**src/rtl/lmsgd_ram.sv**
```systemverilog
// ----------------------------------------------------------------------------
// lmsgd_ram: generic simple dual-port RAM
// One write port, one read port, registered read data.
// ----------------------------------------------------------------------------
module lmsgd_ram #(
	parameter int WIDTH = 32,
	parameter int DEPTH = 64
) (
	input  logic                                 clk,
	input  logic                                 we,
	input  logic [(DEPTH > 1 ? $clog2(DEPTH) : 1)-1:0] waddr,
	input  logic [WIDTH-1:0]                     wdata,
	input  logic [(DEPTH > 1 ? $clog2(DEPTH) : 1)-1:0] raddr,
	output logic [WIDTH-1:0]                     rdata
);

	logic [WIDTH-1:0] mem [DEPTH];

	always_ff @(posedge clk) begin
		if (we)
			mem[waddr] <= wdata;
		rdata <= mem[raddr];
	end

endmodule

```
**config.mk**
```make
export PLATFORM = sky130hd
export DESIGN_NAME = lmsgd_ram
export DESIGN_NICKNAME = d
export VERILOG_FILES = /design/src/rtl/lmsgd_ram.sv
export SDC_FILE = /design/constraint.sdc
export NUM_CORES = 2
export LEC_CHECK = 0
export ABC_AREA = 0
export BUFFER_PORTS_ARGS = -buffer_cell sky130_fd_sc_hd__clkbuf_2
export CORE_MARGIN = 8
export CORE_UTILIZATION = 35
export CTS_CLUSTER_DIAMETER = 30
export DETAILED_ROUTE_END_ITERATION = 6
export GPL_TIMING_DRIVEN = 0
export PLACE_DENSITY = 0.46
export SLEW_MARGIN = 20
export SYNTH_ARGS = -nofsm -noshare
export SYNTH_HDL_FRONTEND = slang
export SYNTH_SLANG_ARGS = --single-unit
```
**constraint.sdc**
```tcl
create_clock -name clk -period 6.19 [get_ports clk]
set_clock_uncertainty 0.1 [all_clocks]
set_input_delay 0.9285 -clock clk [delete_from_list [all_inputs] [get_ports clk]]
set_output_delay 0.9285 -clock clk [all_outputs]
set_load 0.01 [all_outputs]
```
# == Yosys cells after proc, flatten, opt, wreduce, memory -nomap -nowiden ==
# Memories as Yosys holds them, arrays and structs flattened. A register that Yosys moved wholly into a read port is not among the register bits.
# Index checks and enable logic that the tools add are counted.
# totals
regBits,0
ram_bits,2048
in_bits,46
output_inout_bits,32
wordCells,3
mem_count,1
# memory_table
name,words,width,rd,rd_ports_with_merged_regs,wr,line_no,rtl
mem,64,32,1,1,1,17,logic [WIDTH-1:0] mem [DEPTH];
# op_classes
n_mux,2
# op_table
op,n
1-bit two-way mux,2

# == Depth between registers and ports, before layout ==
# logic_depth
depth_word,2
mapped_depth,10
mapped_depth_nobuf,5

# == Worst setup path before layout ==
# No wires, ideal clock.
# synth_path
path_kind,input port to flip-flop
from,input waddr[3] in the netlist's numbering
to,memory mem[48][0] (enable)
setup_ns,0.461
arrival_ns,3.627
required_ns,5.629
slack_ns,2.002
path_stages,4
n_path_buf,1
path_cell_list,clkbuf_1 nor2b_1 nand4b_1 nor3_1
# synth_lines
element,line_no,rtl
"start, declared",11,"input logic [(DEPTH > 1 ? $clog2(DEPTH) : 1)-1:0] waddr,"
"end, declared",17,
# No word-level cell before the write port.

==> flow_summary.ini <==
[outcome]
status = finished clean

[route]
drt_iter0_drc = 4840
drtPass1Iterations = 5
via_per_inst = 5.45
drt-total-wl_mm = 267
drc_errors = 0
ant_nets = 0
num_vias = 40300
wl_per_cell_um = 36.1

[floorplanning]
num_rows = 174
die_w_um = 490
ioPinCount = 78
core_area_um2 = 224000
initial_core_util = 0.350
die-area_um2 = 240000
die_h_um = 490

[synth]
synth_top_area_frac = 0.783
yosys_warnings = 0
ys_ff_latch = 2080
syn-instance-count = 3324
async_flop_share = 0
seq_area_frac_synth = 0.791
synth-edff-count = 2048
yosys-top-cells-area = edfxtp_1 (78%), mux4_2 (16%), mux2i_1 (1.2%)
ys.flop_type = edfxtp_1
yosys.area.top_type = edfxtp_1
syn_area_um2 = 78500
avgSynthCellArea_um2 = 23.6
yosysUniqueCellTypes = 34
syn_nets = 3370

[cts]
clock_sinks = 2080
cts-root-buf = clkbuf_16
postCtsHoldBufs = 0
cts_tree = yes
htreeDepth = 5
ctsResizeCount = 0
clk_path_buf_depth = 4
cts_setup_buffers = 0
clock_latency_ns = 0.97
cts_buffers = 464
clk_pin_slew_worst_paths_ns = 0.05

[sta]
slew_headroom = 0.206
slew_violations = 0
min_period_ns = 4.46
hold_ws_ns = 0.309
finalCritPeriodShare = 0.720
finalSetupViolCount = 0
tightest_slew_ns = 1.19
fmaxAchievable_ghz = 0.224
hold_viol_final = 0
fin_setup_tns_ns = 0
rsz0062_at_grt = no

[global_route]
antenna_found_initial = 16
first_global_vias = 41400
grt_max_degree = 65
grt_usage = 0.221
grt_pass1_wl_mm = 359
grt_overflow_total = 0

[setup_path]
cp-start-kind = input pin
crit_type = input pin to register
r2r_slack_ns = 3.30
crit_required_ns = 6.88
cp-end-kind = register
ff2ff_path_depth = 4
worstReg2RegEnd = rdata[10]$_DFF_P_
r2r-start = mem[19][10]$_DFFE_PP_
cp_data_arrival_time_ns = 5.14
crit_fanout = 10

[place]
dp_hpwl_mm = 178
gp_congestion = 0.827
numPortBuffers = 69
dp_cells = 6545

[worst_hold_path]
min_to = mem[27][12]$_DFFE_PP_
hp-class = input pin to register
hold_path_startpoint = wdata[12]
hold_path_depth = 1

[power]
p_leak_nw = 33.5
max-vdd-ir-drop_mv = 0.277
power_density_nw_per_um2 = 414

[final_layout]
stdcell_count = 7402
drive_above_1_share = 0.387
layout.nets = 4066
area_growth_pct = 31.1

[job]
drv_cap = 0
-- layer usage --
layer  global-route usage  vias up  routed length (µm)
li1                     -    15900                   -
met1                0.298    22100              111000
met2                0.355     1813              128000
met3               0.0478      481               19300
met4               0.0788        4               10000
met5                    0        -                  29
-- cells in the final DEF, fill, tap and decap left out, types with 64 or more instances in the layout --
cell       netlist  layout
mux2i_1         93      93
clkbuf_1        74      82
bufinv_16        0      91
clkbuf_16        0     469
nor2_1         137      75
clkinv_2         0      87
clkbuf_2         0      64
o22ai_1         84      83
buf_16           0      65
buf_12           0      82
mux4_2         544     544
clkinv_1         0      72
edfxtp_1      2048    2048
-- cells by family (layout without fill, tap and decap cells) --
family,Yosys count,in the layout,share of synthesized area
DFF,2080,2080,0.791
and+or+nand+nor,223,223,0.0127
other,0,10,0
buffers and inverters,182,1258,0.0113
AOI/OAI and AO/OA,202,202,0.0167
muxes,637,637,0.168
-- flip-flops by register name (all words and copies together) (netlist names) --
signal / flops
mem: 2048
rdata: 32
-- where the power goes --
part	total, mW	internal (mW)	leakage (nW)	switching, mW
combinational	1.76	0.572	7.06	1.19
sequential	15.7	15.6	18.7	0.0271
clock	25.2	17.5	7.79	7.71
-- layout make-up --
class / instances / area, µm²
clock buffers: 509 / 11900
well taps: 2992 / 3740
multi-input cells: 1062 / 16000
repair buffers: 230 / 3980
diodes: 10 / 25.0
fillers: 18600 / 121000
clock inverters: 337 / 4220
flip-flops and latches: 2080 / 62100
plain buffers: 182 / 926
-- synthesized netlist by cell type (5+ instances only) --
cell and count:
buf_4 25, a21oi_1 62, edfxtp_1 2048, nand3b_1 5
a22oi_1 12, clkbuf_1 74, nand2b_1 8, a311oi_1 8
buf_2 57, nand2_1 26, buf_1 21, o221ai_1 27
nor2b_1 15, nand3_1 5, mux2i_1 93, nor3_1 7
mux4_2 544, o22ai_1 84, dfxtp_1 32, buf_6 5
nor2_1 137
-- through the flow --
stage / total power [mW] / utilization / setup WS (ns) / cell area, µm²
detailed placement: 17.7 / 0.387 / 0.897 / 86700
CTS: 43.0 / 0.459 / 1.92 / 103000
finish: 42.7 / 0.460 / 1.73 / 103000
global route: 43.7 / 0.459 / 1.71 / 103000
global placement: 17.6 / 0.369 / -2.49 / 82600
floorplan: 16.7 / - / 2.00 / 78500
-- how the worst max path moves through the flow --
stage	start	end	slack, ns	cells past startpoint
2_1_floorplan	waddr[3]	mem[48][0]$_DFFE_PP_	2.00	4
3_3_place_gp	waddr[3]	mem[49][15]$_DFFE_PP_	-2.49	4
3_5_place_dp	raddr[1]	rdata[15]$_DFF_P_	0.90	9
4_1_cts	raddr[1]	rdata[15]$_DFF_P_	1.92	9
5_1_grt	raddr[1]	rdata[19]$_DFF_P_	1.71	9
6_report	raddr[1]	rdata[15]$_DFF_P_	1.73	9
-- worst max-delay path, stage by stage --
cell,delay [ns]
buf_2,0.43
buf_2,0.43
buf_2,0.39
buf_2,0.53
nand3b_1,0.66
o221ai_1,0.52
a21oi_1,0.22
a21oi_1,0.77
nor2_1,0.19
No activity file was read; power rests on OpenSTA's default activity.
